===== config.mk =====
export PLATFORM = sky130hd
export DESIGN_NAME = rov_front
export DESIGN_NICKNAME = d
export VERILOG_FILES = /design/src/sv/rov_pkg.sv /design/src/sv/rov_front.sv
export SDC_FILE = /design/constraint.sdc
export NUM_CORES = 1
export LEC_CHECK = 0
export BUFFER_PORTS_ARGS = -buffer_cell sky130_fd_sc_hd__buf_2
export CORE_ASPECT_RATIO = 0.6
export CORE_MARGIN = 3
export CORE_UTILIZATION = 40
export DETAILED_ROUTE_END_ITERATION = 10
export PLACE_DENSITY = 0.82
export SYNTH_ARGS = -nofsm -noshare
export SYNTH_HDL_FRONTEND = slang
export SYNTH_SLANG_ARGS = --single-unit

===== constraint.sdc =====
create_clock -name vclk -period 8.4
set_clock_uncertainty 0.1 [all_clocks]
set_input_delay 2.1 -clock vclk [all_inputs]
set_output_delay 2.1 -clock vclk [all_outputs]
set_load 0.01 [all_outputs]

===== src/sv/rov_pkg.sv =====
// ----------------------------------------------------------------------------
// rov_pkg
// Shared constants, types and codes of the read overlap verifier.
// ----------------------------------------------------------------------------
package rov_pkg;

   localparam int READ_CAPACITY = 256;
   localparam int ADDR_W        = $clog2(READ_CAPACITY);
   localparam int LEN_W         = 9;
   localparam int OFF_W         = 8;
   localparam int BASE_W        = 8;
   localparam int CNT_W         = 9;
   localparam int FUNC_W        = 2;
   localparam int OVL_CFG_W     = 9;
   localparam int SIM_W         = 11;
   localparam int SIM_FRAC_W    = 10;
   localparam int SIM_ONE       = 1 << SIM_FRAC_W;
   localparam int PROD_W        = SIM_W + CNT_W;
   localparam int CSR_INDEX_W   = 4;
   localparam int CSR_DATA_W    = 11;
   localparam int QUEUE_DEPTH   = 4;
   localparam int QPTR_W        = $clog2(QUEUE_DEPTH);
   localparam int QCNT_W        = QPTR_W + 1;

   typedef enum logic [FUNC_W-1:0] {
      FUNC_LOAD_ONE = 2'd0,
      FUNC_LOAD_TWO = 2'd1,
      FUNC_EVAL     = 2'd2,
      FUNC_NONE     = 2'd3
   } func_type;

   typedef enum logic [CSR_INDEX_W-1:0] {
      CSR_MIN_OVERLAP    = 4'd0,
      CSR_MIN_SIMILARITY = 4'd1
   } csr_index_type;

   typedef enum logic [1:0] {
      OP_LOAD_ONE,
      OP_LOAD_TWO,
      OP_EVAL
   } op_type;

   typedef enum logic [1:0] {
      ST_IDLE,
      ST_WALK,
      ST_DRAIN,
      ST_DECIDE
   } back_state_type;

   typedef struct packed {
      op_type              op;
      logic [ADDR_W-1:0]   addr;
      logic [BASE_W-1:0]   base;
      logic                invalid;
      logic [ADDR_W-1:0]   start_one;
      logic [ADDR_W-1:0]   start_two;
      logic [LEN_W-1:0]    overlap;
   } queue_entry_type;

   typedef struct packed {
      logic [OVL_CFG_W-1:0] min_overlap;
      logic [SIM_W-1:0]     min_similarity;
   } cfg_type;

endpackage


===== src/sv/rov_front.sv =====
// ----------------------------------------------------------------------------
// rov_front
// Accepts request transactions, clamps lengths, checks offsets and works out
// the overlap window, then pushes one queue entry per useful transaction.
// ----------------------------------------------------------------------------
module rov_front (
   input  logic                         req_valid,
   output logic                         req_stall,
   input  logic [rov_pkg::FUNC_W-1:0]   req_func,
   input  logic [rov_pkg::OFF_W-1:0]    req_position,
   input  logic [rov_pkg::BASE_W-1:0]   req_base,
   input  logic [rov_pkg::LEN_W-1:0]    req_length_one,
   input  logic [rov_pkg::OFF_W-1:0]    req_offset_one,
   input  logic [rov_pkg::LEN_W-1:0]    req_length_two,
   input  logic [rov_pkg::OFF_W-1:0]    req_offset_two,
   input  logic                         queue_full,
   output logic                         push,
   output rov_pkg::queue_entry_type     push_entry
);
   import rov_pkg::*;

   logic [LEN_W-1:0] len_one;
   logic [LEN_W-1:0] len_two;
   logic [LEN_W-1:0] off_one;
   logic [LEN_W-1:0] off_two;
   logic [LEN_W-1:0] rest_one;
   logic [LEN_W-1:0] rest_two;
   logic [LEN_W-1:0] rgt;
   logic [OFF_W-1:0] lft;
   logic             in_store;
   logic             keep;

   always_comb begin
      len_one  = (req_length_one > LEN_W'(READ_CAPACITY)) ? LEN_W'(READ_CAPACITY)
                                                          : req_length_one;
      len_two  = (req_length_two > LEN_W'(READ_CAPACITY)) ? LEN_W'(READ_CAPACITY)
                                                          : req_length_two;
      off_one  = LEN_W'(req_offset_one);
      off_two  = LEN_W'(req_offset_two);
      rest_one = len_one - off_one;
      rest_two = len_two - off_two;
      rgt      = (rest_one <= rest_two) ? rest_one : rest_two;
      lft      = (req_offset_one <= req_offset_two) ? req_offset_one : req_offset_two;
      in_store = (LEN_W'(req_position) < LEN_W'(READ_CAPACITY));

      push_entry.addr      = ADDR_W'(req_position);
      push_entry.base      = req_base;
      push_entry.invalid   = (off_one >= len_one) || (off_two >= len_two);
      push_entry.start_one = ADDR_W'(req_offset_one - lft);
      push_entry.start_two = ADDR_W'(req_offset_two - lft);
      push_entry.overlap   = LEN_W'(lft) + rgt;

      unique case (func_type'(req_func))
         FUNC_LOAD_ONE: begin
            push_entry.op = OP_LOAD_ONE;
            keep          = in_store;
         end
         FUNC_LOAD_TWO: begin
            push_entry.op = OP_LOAD_TWO;
            keep          = in_store;
         end
         FUNC_EVAL: begin
            push_entry.op = OP_EVAL;
            keep          = 1'b1;
         end
         default: begin
            push_entry.op = OP_EVAL;
            keep          = 1'b0;
         end
      endcase
   end

   assign req_stall = queue_full;
   assign push      = req_valid && !queue_full && keep;

endmodule


==> results.sh <==
export IMPL_status="finished, violations left"
export IMPL_violations="negative setup slack"
export IMPL_final_setup_viol_count=5
export IMPL_worst_path_max_fanout=7
export IMPL_route_vias_total=2914
export IMPL_grt_pass1_vias=2618
export IMPL_fin_ws_ns=-0.317
export IMPL_syn_area_um2=2520
export IMPL_portBuffers=68
export IMPL_muxShareOfSynthArea=0.0794
export IMPL_worstSetupStartpoint="req_length_one[8]"
export IMPL_synth_most_common_cell="ha_1"
export IMPL_hold_class="in2out"
export IMPL_cp_data_arrival_time_ns=6.52
export IMPL_area_growth_pct=42.8
export IMPL_yosysUniqueCellTypes=43
export IMPL_wl_mm=9.07
export IMPL_placed_area_um2=3160
export IMPL_synth_adder_area_share=0.318
export IMPL_globalRoute_totalOverflow=0
export IMPL_avgViaCountPerCell=5.55
export IMPL_initial_core_util=0.432
export IMPL_row_count=21
export IMPL_firstDrtPassIters=6
export IMPL_drtIter0Drc=214
export IMPL_postCtsHoldBufs=0
export IMPL_die_area_um2=7320
export IMPL_post_route_min_period_ns=8.72
export IMPL_timing_final_crit_share=1.04
export IMPL_wl_per_cell_um=17.3
export IMPL_max_cap_violations=0
export IMPL_synthesis_nets=445
export IMPL_power_density_nw_per_um2=173
export IMPL_grt_use_total=0.207
export IMPL_place_gp_congestion=0.924
export IMPL_synth_simple_area_share=0.189
export IMPL_worstHoldPathCells=0
export IMPL_ir_drop_mv=0.0792
export IMPL_netlist_top_cells_count="ha_1, inv_1, nor2b_1"
export IMPL_dpl_cell_count=502
export IMPL_io_pins=100
export IMPL_nClkBuffers=0
export IMPL_finalNonFillerCells=525
export IMPL_final_hold_violation_count=0
export IMPL_drtAntennaViolNets=0
export IMPL_fp_dieW_um=108
export IMPL_p_leak_nw=1.93
export IMPL_synth_compound_gate_area_share=0.183
export IMPL_grt_antenna_before_repair=0
export IMPL_regArea_um2=0
export IMPL_final_area_um2=3600
export IMPL_drive_above_1_share=0.420
export IMPL_worst_setup_path_start_kind="input port"
export IMPL_ys_warn_count=0
export IMPL_diodes=0
export IMPL_nets=562
export IMPL_rsz0062_at_grt="yes"
export IMPL_slew_headroom=0.646
export IMPL_worstPathRequired_ns=6.20
export IMPL_grt_pass1_wl_mm=12.3
export IMPL_slew_viol_final=0
export IMPL_drc=0
export IMPL_synth_top_family_by_area="adder cells"
export IMPL_post_route_util=0.617
export IMPL_synth_xor_area_frac=0.108
export IMPL_cp_endpoint="push_entry[5]"
export IMPL_tns_ns=-1.16
export IMPL_n_sequential_cell=0
export IMPL_yosysSeqAreaShare=0
export IMPL_synthTopCellsByArea="ha_1, mux2i_1, xnor2_1"
export IMPL_synth_top_area_frac=0.278
export IMPL_fmax_mhz=115
export IMPL_cp_end_kind="output pin"
export IMPL_yosys_area_top_type="ha_1"
export IMPL_worst_pin_slew_ns=0.517
export IMPL_critPathKind="in2out"
export IMPL_grt_max_degree=13
export IMPL_core_area_um2=5830
export IMPL_place_ws_ns=-0.353
export IMPL_synth_avg_cell_area_um2=7.64
export IMPL_die_h_um=67.5
export IMPL_synthCells=330
export IMPL_hpwl_mm=6.52
where the power goes:
group          internal (mW)  switching [mW]  leakage, nW  total [mW]
clock                      0               0            0           0
sequential                 0               0            0           0
combinational          0.310           0.314         1.93       0.624
total                  0.310           0.314         1.93       0.624
stage by stage:
stage | power, mW | hold WS (ns)
2_1_floorplan | 0.333 | 4.15
6_report | 0.624 | 4.10
5_1_grt | 0.670 | 4.10
4_1_cts | 0.528 | 4.10
3_3_place_gp | 0.487 | 4.10
3_5_place_dp | 0.500 | 4.10
per-layer routing:
| layer | track usage | share of wire | vias to the layer above |
|---|---|---|---|
| met5 | 0 | 0 | - |
| met4 | 0.0110 | 0.035 | 0 |
| met3 | 0.0220 | 0.085 | 41 |
| met2 | 0.361 | 0.44 | 169 |
| met1 | 0.290 | 0.44 | 1339 |
| li1 | - | - | 1365 |
worst max-delay path, stage by stage:
cell       delay [ns]
buf_8            0.11
buf_4            0.16
nor2b_4          0.11
ha_1             0.24
a21o_1           0.20
a21o_1           0.19
a221oi_2         0.26
xnor2_1          0.20
inv_1            0.15
ha_4             0.30
nand4_1          0.20
nor3_2           0.32
a2111oi_4        0.07
a21oi_4          0.20
buf_4            0.16
nand2_1          0.07
o21ai_2          0.09
ha_1             0.26
a21o_1           0.17
a21oi_2          0.15
nor2b_1          0.08
o21a_1           0.20
nor2_1           0.16
xnor2_1          0.17
buf_2            0.17
final cells by class:
type,count,area (um^2)
fillers,500,2230
repair buffers,137,880
multi-input cells,269,2470
inverters,39,146
well taps,80,100
what timing repair did:
| action | 4_1_cts | 5_1_grt |
|---|---|---|
| endpoints found under the setup margin | 5 | 6 |
| gates resized for setup | 29 | 27 |
| cloned | 0 | 1 |
| buffers inserted | 10 | 12 |
| pin swaps | 24 | 23 |
layout by cell type (no fill, tap or decap), types with 8 or more instances in the layout:
cell,n
buf_2,67
o21ai_0,8
xor2_1,9
a21oi_2,8
a21o_1,8
a21oi_1,12
ha_1,48
xnor2_1,18
buf_4,66
inv_1,36
nor2_1,17
mux2i_1,20
nand2_1,11
nor2b_1,21
kinds of logic (layout without fill, tap and decap cells):
group                    count (synthesis)  in the layout
multiplexers                            20             20
adder cells (fa/ha/maj)                 61             61
AO/OA/AOI/OAI                           69             69
AND/OR/NAND/NOR                         88             88
buffers and inverters                   61            176
XOR/XNOR                                31             31
worst min path at each step:
stage,from,endpoint,slack (ns)
floorplan,queue_full,push,4.15
global placement,req_base[3],push_entry[29],4.10
detailed placement,req_base[3],push_entry[29],4.10
CTS,req_base[3],push_entry[29],4.10
global route,req_position[6],push_entry[40],4.10
finish,req_position[6],push_entry[40],4.10
Note: power is estimated with default switching activity, not from simulation.
