==> config.mk <==
export PLATFORM = sky130hd
export DESIGN_NAME = rov_queue
export DESIGN_NICKNAME = d
export VERILOG_FILES = /design/src/sv/rov_pkg.sv /design/src/sv/rov_queue.sv
export SDC_FILE = /design/constraint.sdc
export NUM_CORES = 1
export LEC_CHECK = 0
export CAP_MARGIN = 10
export CELL_PAD_IN_SITES_DETAIL_PLACEMENT = 0
export CELL_PAD_IN_SITES_GLOBAL_PLACEMENT = 1
export CORE_MARGIN = 3
export CORE_UTILIZATION = 59
export CTS_CLUSTER_DIAMETER = 120
export DETAILED_ROUTE_END_ITERATION = 8
export DONT_BUFFER_PORTS = 1
export GPL_TIMING_DRIVEN = 0
export PLACE_DENSITY_LB_ADDON = 0.08
export SETUP_SLACK_MARGIN = 0.15
export SLEW_MARGIN = 20
export SYNTH_ARGS = -nofsm -noshare
export SYNTH_HDL_FRONTEND = slang
export SYNTH_SLANG_ARGS = --single-unit
==> constraint.sdc <==
create_clock -name clock -period 6.1 [get_ports clock]
set_input_delay 0.61 -clock clock [delete_from_list [all_inputs] [get_ports clock]]
set_output_delay 0.61 -clock clock [all_outputs]
set_load 0.1 [all_outputs]
==> src/sv/rov_pkg.sv <==
// ----------------------------------------------------------------------------
// rov_pkg
// Shared constants, types and codes of the read overlap verifier.
// ----------------------------------------------------------------------------
package rov_pkg;

   localparam int READ_CAPACITY = 256;
   localparam int ADDR_W        = $clog2(READ_CAPACITY);
   localparam int LEN_W         = 9;
   localparam int OFF_W         = 8;
   localparam int BASE_W        = 8;
   localparam int CNT_W         = 9;
   localparam int FUNC_W        = 2;
   localparam int OVL_CFG_W     = 9;
   localparam int SIM_W         = 11;
   localparam int SIM_FRAC_W    = 10;
   localparam int SIM_ONE       = 1 << SIM_FRAC_W;
   localparam int PROD_W        = SIM_W + CNT_W;
   localparam int CSR_INDEX_W   = 4;
   localparam int CSR_DATA_W    = 11;
   localparam int QUEUE_DEPTH   = 4;
   localparam int QPTR_W        = $clog2(QUEUE_DEPTH);
   localparam int QCNT_W        = QPTR_W + 1;

   typedef enum logic [FUNC_W-1:0] {
      FUNC_LOAD_ONE = 2'd0,
      FUNC_LOAD_TWO = 2'd1,
      FUNC_EVAL     = 2'd2,
      FUNC_NONE     = 2'd3
   } func_type;

   typedef enum logic [CSR_INDEX_W-1:0] {
      CSR_MIN_OVERLAP    = 4'd0,
      CSR_MIN_SIMILARITY = 4'd1
   } csr_index_type;

   typedef enum logic [1:0] {
      OP_LOAD_ONE,
      OP_LOAD_TWO,
      OP_EVAL
   } op_type;

   typedef enum logic [1:0] {
      ST_IDLE,
      ST_WALK,
      ST_DRAIN,
      ST_DECIDE
   } back_state_type;

   typedef struct packed {
      op_type              op;
      logic [ADDR_W-1:0]   addr;
      logic [BASE_W-1:0]   base;
      logic                invalid;
      logic [ADDR_W-1:0]   start_one;
      logic [ADDR_W-1:0]   start_two;
      logic [LEN_W-1:0]    overlap;
   } queue_entry_type;

   typedef struct packed {
      logic [OVL_CFG_W-1:0] min_overlap;
      logic [SIM_W-1:0]     min_similarity;
   } cfg_type;

endpackage

==> src/sv/rov_queue.sv <==
// ----------------------------------------------------------------------------
// rov_queue
// Short register FIFO of classified transactions between front and back.
// ----------------------------------------------------------------------------
module rov_queue (
   input  logic                       clock,
   input  logic                       reset,
   input  logic                       push,
   input  rov_pkg::queue_entry_type   push_entry,
   output logic                       full,
   input  logic                       pop,
   output logic                       head_valid,
   output rov_pkg::queue_entry_type   head_entry
);
   import rov_pkg::*;

   queue_entry_type    slot_ff [QUEUE_DEPTH];
   logic [QPTR_W-1:0]  wr_ptr_ff, wr_ptr_in;
   logic [QPTR_W-1:0]  rd_ptr_ff, rd_ptr_in;
   logic [QCNT_W-1:0]  count_ff, count_in;
   logic               do_pop;

   always_comb begin
      do_pop    = pop && (count_ff != '0);
      wr_ptr_in = push ? wr_ptr_ff + QPTR_W'(1) : wr_ptr_ff;
      rd_ptr_in = do_pop ? rd_ptr_ff + QPTR_W'(1) : rd_ptr_ff;
      count_in  = count_ff + QCNT_W'(push) - QCNT_W'(do_pop);
   end

   always_ff @(posedge clock) begin
      if (reset) begin
         wr_ptr_ff <= '0;
         rd_ptr_ff <= '0;
         count_ff  <= '0;
      end else begin
         wr_ptr_ff <= wr_ptr_in;
         rd_ptr_ff <= rd_ptr_in;
         count_ff  <= count_in;
      end
   end

   always_ff @(posedge clock) begin
      if (push) begin
         slot_ff[wr_ptr_ff] <= push_entry;
      end
   end

   assign full       = (count_ff == QCNT_W'(QUEUE_DEPTH));
   assign head_valid = (count_ff != '0);
   assign head_entry = slot_ff[rd_ptr_ff];

endmodule

==> results of run 1 <==
==> metrics by stage <==
step	instances	hold WS, ps	power, W
2_1_floorplan	276	514	0.00264
3_3_place_gp	416	539	0.00272
3_5_place_dp	416	553	0.00272
4_1_cts	447	262	0.00382
5_1_grt	447	261	0.00390
6_report	447	283	0.00378
==> cell usage after synthesis <==
cell type / n
and2_1: 4
and3_1: 1
buf_12: 4
buf_2: 4
buf_6: 1
clkbuf_1: 1
clkbuf_2: 1
dfxtp_1: 9
edfxtp_1: 176
fa_1: 1
ha_1: 6
inv_1: 6
mux2_2: 3
mux2i_1: 1
mux4_1: 4
mux4_2: 40
nor2_1: 5
nor2b_1: 4
o311ai_0: 1
o31a_1: 1
or3_1: 1
xnor2_1: 1
xor3_1: 1
==> cell type report <==
type,instances,share of cell area
buffer,11,0.0156
clock inverter,14,0.0236
inverter,6,0.00293
tap,140,0.0228
clock buffer,17,0.0554
multi-input combinational,74,0.168
sequential,185,0.712
==> worst max-delay path: cells and delay by family (launching register included) <==
kind,cells,cell delay [ps]
muxes,1,1040
DFF,1,330
buffers and inverters,1,180
==> final timing paths <==
path	endpoint	slack, ps
worst max-delay path	head_entry[2]	3520
worst min-delay path	slot_ff[2][26]	280
worst max register to register	count_ff[2]	4190
worst min register to register	rd_ptr_ff[1]	560
==> power by group through the flow <==
stage          clock (W)  sequential [W]  combinational [W]
6_report         0.00110         0.00149            0.00119
5_1_grt          0.00117         0.00150            0.00123
4_1_cts          0.00112         0.00149            0.00121
3_5_place_dp           0         0.00152            0.00120
3_3_place_gp           0         0.00152            0.00120
2_1_floorplan          0         0.00151            0.00112
==> per-layer routing <==
layer | share of wire | vias up | track usage
met5 | 0 | - | 0
met4 | 0.012 | 0 | 0.0721
met3 | 0.092 | 10 | 0.0812
met2 | 0.53 | 85 | 0.298
met1 | 0.37 | 1400 | 0.201
li1 | - | 1193 | -
==> cell families (layout without fill, tap and decap cells) <==
group,after synthesis,after routing,synth area share
xor gates and xnor gates,2,2,0.00473
buffers and inverters,17,48,0.0207
DFF,185,185,0.794
AOI/OAI and AO/OA,2,2,0.00254
muxes,48,48,0.152
and+or+nand+nor,15,15,0.0118
adders and majority gates,7,7,0.0138
==> state kept, by name (all words and copies together) (netlist names), named ones only <==
signal     count
rd_ptr_ff      2
slot_ff      176
count_ff       3
wr_ptr_ff      2
==> results.json, run 1 <==
{
  "ir_worst_vdd_uv": 276,
  "floorplan.initialDensity": 0.619,
  "floorplan.core_area_sq_um": 11100,
  "setup_viol": 0,
  "netSwitchingFraction": 0.367,
  "startpoint_type": "register",
  "syn_area_sq_um": 6880,
  "cts_tree": "yes",
  "r2r_start": "count_ff[0]",
  "grt_pass1_vias": 2970,
  "crit_arrival_ps": 1970,
  "min_period_ps": 2580,
  "avgSynthCellArea_sq_um": 24.9,
  "gp_congestion": 0.708,
  "cp_max_fo": 8,
  "clk_pin_slew_ps": 60,
  "status": "finished, final reports clean",
  "hold_buffers": 0,
  "layout-drive-gt1-share": 0.283,
  "cts_resized": 0,
  "grt_overflow": 0,
  "timing.hold.worst.start": "push_entry[26]",
  "rows": 38,
  "maxSlewViolCount": 0,
  "cp.required_ps": 5490,
  "ff2ff_path_depth": 7,
  "multi_input_area_sq_um": 1290,
  "syn_to_final_growth_pct": 11.5,
  "hold_viol_final": 0,
  "synth_cell_types": 23,
  "worstSetupPathType": "reg -> out",
  "cap_violations": 0,
  "clock-root-buffer": "clkbuf_16",
  "clock_latency_ps": 420,
  "timing.final.ws_setup_ps": 3520,
  "cp_slowest_cell": "mux4_1",
  "p_leak_nw": 2.44,
  "cts_made_buffers": 17,
  "final_common_cell": "edfxtp_1",
  "crit_chain": "buf_6 -> mux4_1",
  "cts.htree.levels": 4,
  "die_height_um": 114,
  "register_area_sq_um": 5470,
  "fill_cells": 697,
  "grt_pass1_wl_um": 16500,
  "finClkSkew_ps": 5.52,
  "io_pins": 94,
  "tightest_slew_ps": 999,
  "cts_setup_buffers": 0,
  "viasPerCell": 6.01,
  "cts_buffer_depth": 2,
  "synthCells": 276,
  "place_hpwl_um": 5980,
  "syn-num-nets": 331,
  "cts.sinks": 185,
  "nNetsFinal": 350,
  "p_sw_w": 0.00139,
  "worstHoldPathType": "in -> reg",
  "cpPeakStageDelay_ps": 1040,
  "routed_wl_um": 10600,
  "yosysTopAreaCell": "edfxtp_1",
  "final_area_sq_um": 7680,
  "rsz0062_at_grt": "false",
  "portBuffers": 0,
  "antenna_found_initial": 0,
  "fp.dieW_um": 114,
  "grt_max_degree": 45,
  "yosysTopAreaCellShare": 0.768,
  "yosys-top-cells-area": "edfxtp_1, mux4_2, dfxtp_1, mux4_1, buf_12",
  "endpoint_kind": "primary output",
  "num_antenna_cells": 0,
  "synth-seq-cells": 185,
  "ys.warnings.count": 0,
  "placedInstanceArea_sq_um": 7070,
  "pre_cts_ws_ps": 3950,
  "dieArea_sq_um": 13000,
  "power.clock.fraction": 0.291,
  "ant_nets": 0,
  "wl_per_cell_um": 23.7,
  "dr.pass1.iters": 4,
  "pwr-share-comb": 0.315,
  "power.density_nw_per_um2": 493,
  "seqPwrFrac": 0.394,
  "holdPathStages": 0,
  "remaining_drc_errors": 0,
  "fin_tns_setup_ps": 0,
  "vias": 2688,
  "grt_usage": 0.178,
  "drtIter0Drc": 205,
  "min_period_over_period": 0.422,
  "final_util": 0.690,
  "ys_seq_area_frac": 0.794,
  "internal_power_w": 0.00239,
  "fmax_ghz": 0.388,
  "final_cell_mix": "edfxtp_1, mux4_2, clkbuf_16",
  "relSlewSlack": 0.337
}
Power figures use the tool's default switching activity.
==> run 2: changes to the inputs <==
ABC_AREA = 1   (was not set)
CORE_UTILIZATION = 47   (was 59)
clock period = 2.1 ns   (was 6.1 ns; I/O delays follow)
==> results.json, run 2 <==
{
  "p_leak_nw": 3.10,
  "nNetsFinal": 614,
  "reg_top3": "slot_ff: 176 flops, count_ff: 3 flops",
  "ant_nets": 0,
  "clock-root-buffer": "clkbuf_16",
  "finClkSkew_ps": 11.1,
  "grt_usage": 0.190,
  "largest-register": "slot_ff",
  "syn_to_final_growth_pct": 32.0,
  "pre_cts_ws_ps": -24.7,
  "vias": 4117,
  "ys.warnings.count": 0,
  "dr.pass1.iters": 4,
  "synth_cell_types": 22,
  "synth-async-reset-ratio": 0,
  "crit_chain": "buf_12 -> inv_12 -> buf_12 -> clkbuf_16 -> nor2_4 -> o22ai_4",
  "grt_max_degree": 45,
  "yosysMostFrequentCell": "edfxtp_1",
  "relSlewSlack": 0.320,
  "fmax_ghz": 0.470,
  "synth_top_flop_cell": "edfxtp_1",
  "cts_made_buffers": 17,
  "yosys-top-cells-area": "edfxtp_1, o21ai_0, nor2_1, o22ai_1, dfxtp_1",
  "total_power_w": 0.0131,
  "clk_pin_slew_ps": 70,
  "cts.htree.levels": 4,
  "final_area_sq_um": 9340,
  "setup_viol": 11,
  "avgSynthCellArea_sq_um": 14.5,
  "floorplan.core_area_sq_um": 14600,
  "grt_pass1_vias": 4281,
  "grt_pass1_wl_um": 23300,
  "crit_arrival_ps": 1920,
  "fill_cells": 1090,
  "startpoint_type": "register",
  "cts_buffer_depth": 2,
  "final_cell_mix": "edfxtp_1, nor2_1, o21ai_1",
  "yosysTopAreaCell": "edfxtp_1",
  "die_height_um": 129,
  "cts.sinks": 185,
  "num_antenna_cells": 0,
  "timing.final.ws_setup_ps": -26.6,
  "tightest_slew_ps": 1020,
  "endpoint_kind": "primary output",
  "drtIter0Drc": 192,
  "violations": "negative setup slack",
  "ys_seq_area_frac": 0.773,
  "viasPerCell": 5.45,
  "cp_max_fo": 8,
  "synthCells": 487,
  "hold_viol_final": 0,
  "min_period_over_period": 1.01,
  "place_hpwl_um": 8760,
  "cp.required_ps": 1890,
  "gp_congestion": 0.715,
  "cp_slowest_cell": "o22ai_4",
  "floorplan.initialDensity": 0.483,
  "cap_violations": 0,
  "yosysTopAreaCellShare": 0.747,
  "wl_per_cell_um": 20.2,
  "routed_wl_um": 15300,
  "cts_tree": "yes",
  "layout-drive-gt1-share": 0.241,
  "synth_commonest_cells": "edfxtp_1, nor2_1, o21ai_0",
  "remaining_drc_errors": 0,
  "ir_worst_vdd_uv": 869,
  "synth_edf_count": 176,
  "clock_latency_ps": 420,
  "power.density_nw_per_um2": 1400,
  "worstHoldPathType": "in -> reg",
  "syn-num-nets": 542,
  "portBuffers": 0,
  "status": "complete, but fails checks",
  "worstSetupPathType": "reg -> out",
  "fp.dieW_um": 129,
  "fin_tns_setup_ps": -136,
  "dieArea_sq_um": 16600,
  "grt_overflow": 0,
  "final_common_cell": "edfxtp_1",
  "maxSlewViolCount": 0,
  "rsz0062_at_grt": "true",
  "synth-seq-cells": 185,
  "cpPeakStageDelay_ps": 600,
  "antenna_found_initial": 0,
  "cpMostUsedCell": "buf_12",
  "syn_area_sq_um": 7070,
  "io_pins": 94,
  "rows": 44,
  "placedInstanceArea_sq_um": 7560,
  "largest_register_ffs": 176,
  "min_period_ps": 2130
}
[run 2: per-stage QoR]
| step | cells | utilization | hold WS, ps |
|---|---|---|---|
| 2_1_floorplan | 487 | - | 281 |
| 3_3_place_gp | 671 | 0.513 | 284 |
| 3_5_place_dp | 673 | 0.516 | 284 |
| 4_1_cts | 755 | 0.631 | 13.3 |
| 5_1_grt | 756 | 0.638 | 47.7 |
| 6_report | 756 | 0.638 | 31.7 |
[run 2: worst paths after layout]
check / end / start / cells past startpoint / slack (ps)
max: head_entry[41] / register / 6 / -30
min reg2reg: rd_ptr_ff[0] / rd_ptr_ff[0] / 2 / 500
max reg2reg: count_ff[2] / count_ff[0] / 9 / 330
min: count_ff[0] / push / 3 / 30
[run 2: cell type report]
type / count / area [sq um] / share of cell area
multi-input cells: 257 / 2020 / 0.216
flip-flops and latches: 185 / 5470 / 0.586
well taps: 184 / 230 / 0.0247
clock buffers: 17 / 425 / 0.0456
repair buffers: 53 / 589 / 0.0631
clock inverters: 15 / 195 / 0.0209
inverters: 18 / 87.6 / 0.00938
plain buffers: 27 / 318 / 0.0340
[run 2: worst max-delay path, delay by kind of cell, from the launching register on]
family                 cells  cell delay, ps
AO/OA/AOI/OAI              1             600
buffers and inverters      4             520
flip-flops                 1             330
AND/OR/NAND/NOR            1              40
[run 2: cells by family after synthesis]
logic type      Yosys count  share of synthesized area
compound gates          140                      0.116
fa+ha+maj                 7                     0.0134
buf+inv                  45                     0.0352
flops                   185                      0.773
simple gates            110                     0.0623
[run 2: repair_timing]
action                                  in CTS  in global routing
endpoints found under the setup margin      45                 44
hold endpoints to repair                   183                  0
cloned                                       1                  1
pin swaps                                   34                 37
resized for setup                          136                 48
hold buffers                                47                  0
setup buffers                                2                  0
[run 2: report_power, final]
| part | switching [W] | total, W | internal (W) |
|---|---|---|---|
| logic | 0.00428 | 0.00550 | 0.00122 |
| registers | 0.0000728 | 0.00432 | 0.00424 |
| clock network | 0.00130 | 0.00330 | 0.00200 |
| total | 0.00566 | 0.0131 | 0.00746 |
[run 2: metal layers]
layer | vias up | wire length [um] | GRT usage
li1 | 1956 | - | -
met1 | 2042 | 6040 | 0.228
met2 | 104 | 8160 | 0.329
met3 | 15 | 895 | 0.0594
met4 | 0 | 172 | 0.0593
met5 | - | 0 | 0
==> run 3: changes to the inputs <==
CORE_UTILIZATION = 56   (was 47)
clock period = 2.6 ns   (was 2.1 ns; I/O delays follow)
==> results.json, run 3 (synthesis gave the netlist of run 2 again) <==
{
  "final_cells": 736,
  "routed_wl_um": 15600,
  "cp_max_fo": 10,
  "status": "finished, final reports clean",
  "dieArea_sq_um": 14000,
  "min_period_ps": 2300,
  "final_common_cell": "edfxtp_1",
  "syn_to_final_growth_pct": 26.2,
  "final_cell_mix": "edfxtp_1, nor2_1, o21ai_0",
  "grt_use_met3": 0.0684,
  "rsz0062_at_grt": "false",
  "crit_chain": "buf_6 -> inv_6 -> buf_2 -> o21ai_0 -> o22ai_4",
  "dr.pass1.iters": 7,
  "grt_max_degree": 45,
  "floorplan.initialDensity": 0.581,
  "grt.busiest_layer": "met2",
  "drtIter0Drc": 326,
  "finClkSkew_ps": 6.61,
  "grt_pass1_vias": 4549,
  "worstSetupPathType": "reg -> out",
  "tightest_slew_ps": 1060,
  "cp_slowest_cell": "o22ai_4",
  "use_met2": 0.405,
  "wl_per_cell_um": 21.1,
  "cts.sinks": 185,
  "rows": 40,
  "ir_worst_vdd_uv": 553,
  "largest_register_ffs": 176,
  "clk_pin_slew_ps": 60,
  "endpoint_kind": "primary output",
  "antenna_found_initial": 0,
  "portBuffers": 0,
  "crit_arrival_ps": 2040,
  "vias": 4256,
  "hold_viol_final": 0,
  "gp_congestion": 0.732,
  "worst-r2r-setup-slack_ps": 800,
  "viasPerCell": 5.78,
  "num_antenna_cells": 0,
  "cts_setup_buffers": 0,
  "io_pins": 94,
  "startpoint_type": "register",
  "nNetsFinal": 610,
  "setup_viol": 0,
  "remaining_drc_errors": 0,
  "cts.htree.levels": 4,
  "cts_made_buffers": 17,
  "fmax_ghz": 0.435,
  "grt_overflow": 0,
  "cts_tree": "yes",
  "pre_cts_ws_ps": 421,
  "met1_usage": 0.275,
  "clock_latency_ps": 420,
  "clock-root-buffer": "clkbuf_16",
  "floorplan.core_area_sq_um": 12200,
  "worstHoldPathType": "in -> reg",
  "p_leak_nw": 2.96,
  "total_power_w": 0.0100,
  "cpPeakStageDelay_ps": 640,
  "reg_top3": "slot_ff: 176 flops, count_ff: 3 flops",
  "cts_buffer_depth": 2,
  "ant_nets": 0,
  "cap_violations": 0,
  "min_period_over_period": 0.883,
  "fp.dieW_um": 118,
  "relSlewSlack": 0.293,
  "grt_pass1_wl_um": 24600,
  "grt_usage": 0.234,
  "largest-register": "slot_ff",
  "maxSlewViolCount": 0,
  "die_height_um": 118,
  "layout-drive-gt1-share": 0.213,
  "cp.required_ps": 2340,
  "dp.cells": 658,
  "timing.final.ws_setup_ps": 304,
  "power.density_nw_per_um2": 1130,
  "place_hpwl_um": 8700
}
-- run 3: cell types whose count changed in the layout (fill, tap and decap cells not counted), sizes merged, moves of 2 or more --
| cell | change |
|---|---|
| bufinv | -2 |
| buf | -3 |
| inv | -2 |
| clkinv | +2 |
-- run 3: path summary, 6_finish.rpt --
check,from,endpoint,cells past startpoint
worst max-delay path,register,head_entry[14],5
worst min-delay path,push,wr_ptr_ff[0],2
worst max register to register,count_ff[0],count_ff[2],8
worst min register to register,rd_ptr_ff[0],rd_ptr_ff[0],2
-- run 3: area by class of cell --
type                    instances  area [sq um]
plain buffers                  27           179
clock buffers                  18           429
clock inverters                14           130
fillers                       781          3240
inverters                      18          77.6
multi-input cells             257          1900
flip-flops and latches        185          5470
well taps                     168           210
repair buffers                 49           528
-- run 3: what timing repair did --
action                                  4_1_cts  5_1_grt
hold buffers                                 46        0
pin swaps                                     0        2
endpoints found under the setup margin       44       30
gates resized for setup                      44        3
hold endpoints to repair                    179        0
-- run 3: per-stage QoR --
stage               hold WS (ps)  TNS, ps  instance area [sq um]   util
floorplan                    331        0                   7130      -
global placement             332    -3860                   7340  0.604
detailed placement           334        0                   7570  0.622
CTS                         19.5        0                   8920  0.733
global route                38.6        0                   8920  0.734
finish                      35.6        0                   8920  0.734
-- run 3: critical path: cells and delay by family (launching register included) --
| kind | cells | cell delay [ps] |
|---|---|---|
| AOI/OAI and AO/OA | 2 | 840 |
| buffers and inverters | 3 | 460 |
| DFF | 1 | 310 |
-- run 3: routing by layer --
metal / vias up / part of all wire / routed length [um]
met1: 2159 / 0.40 / 6200
met5: - / 0 / 0
met4: 0 / 0.015 / 240
met2: 134 / 0.53 / 8220
li1: 1944 / - / -
met3: 19 / 0.057 / 891
-- run 3: where the power goes --
part	total, W	internal [W]	switching, W
clock network	0.00244	0.00140	0.00104
registers	0.00348	0.00342	0.0000527
logic	0.00412	0.000749	0.00338
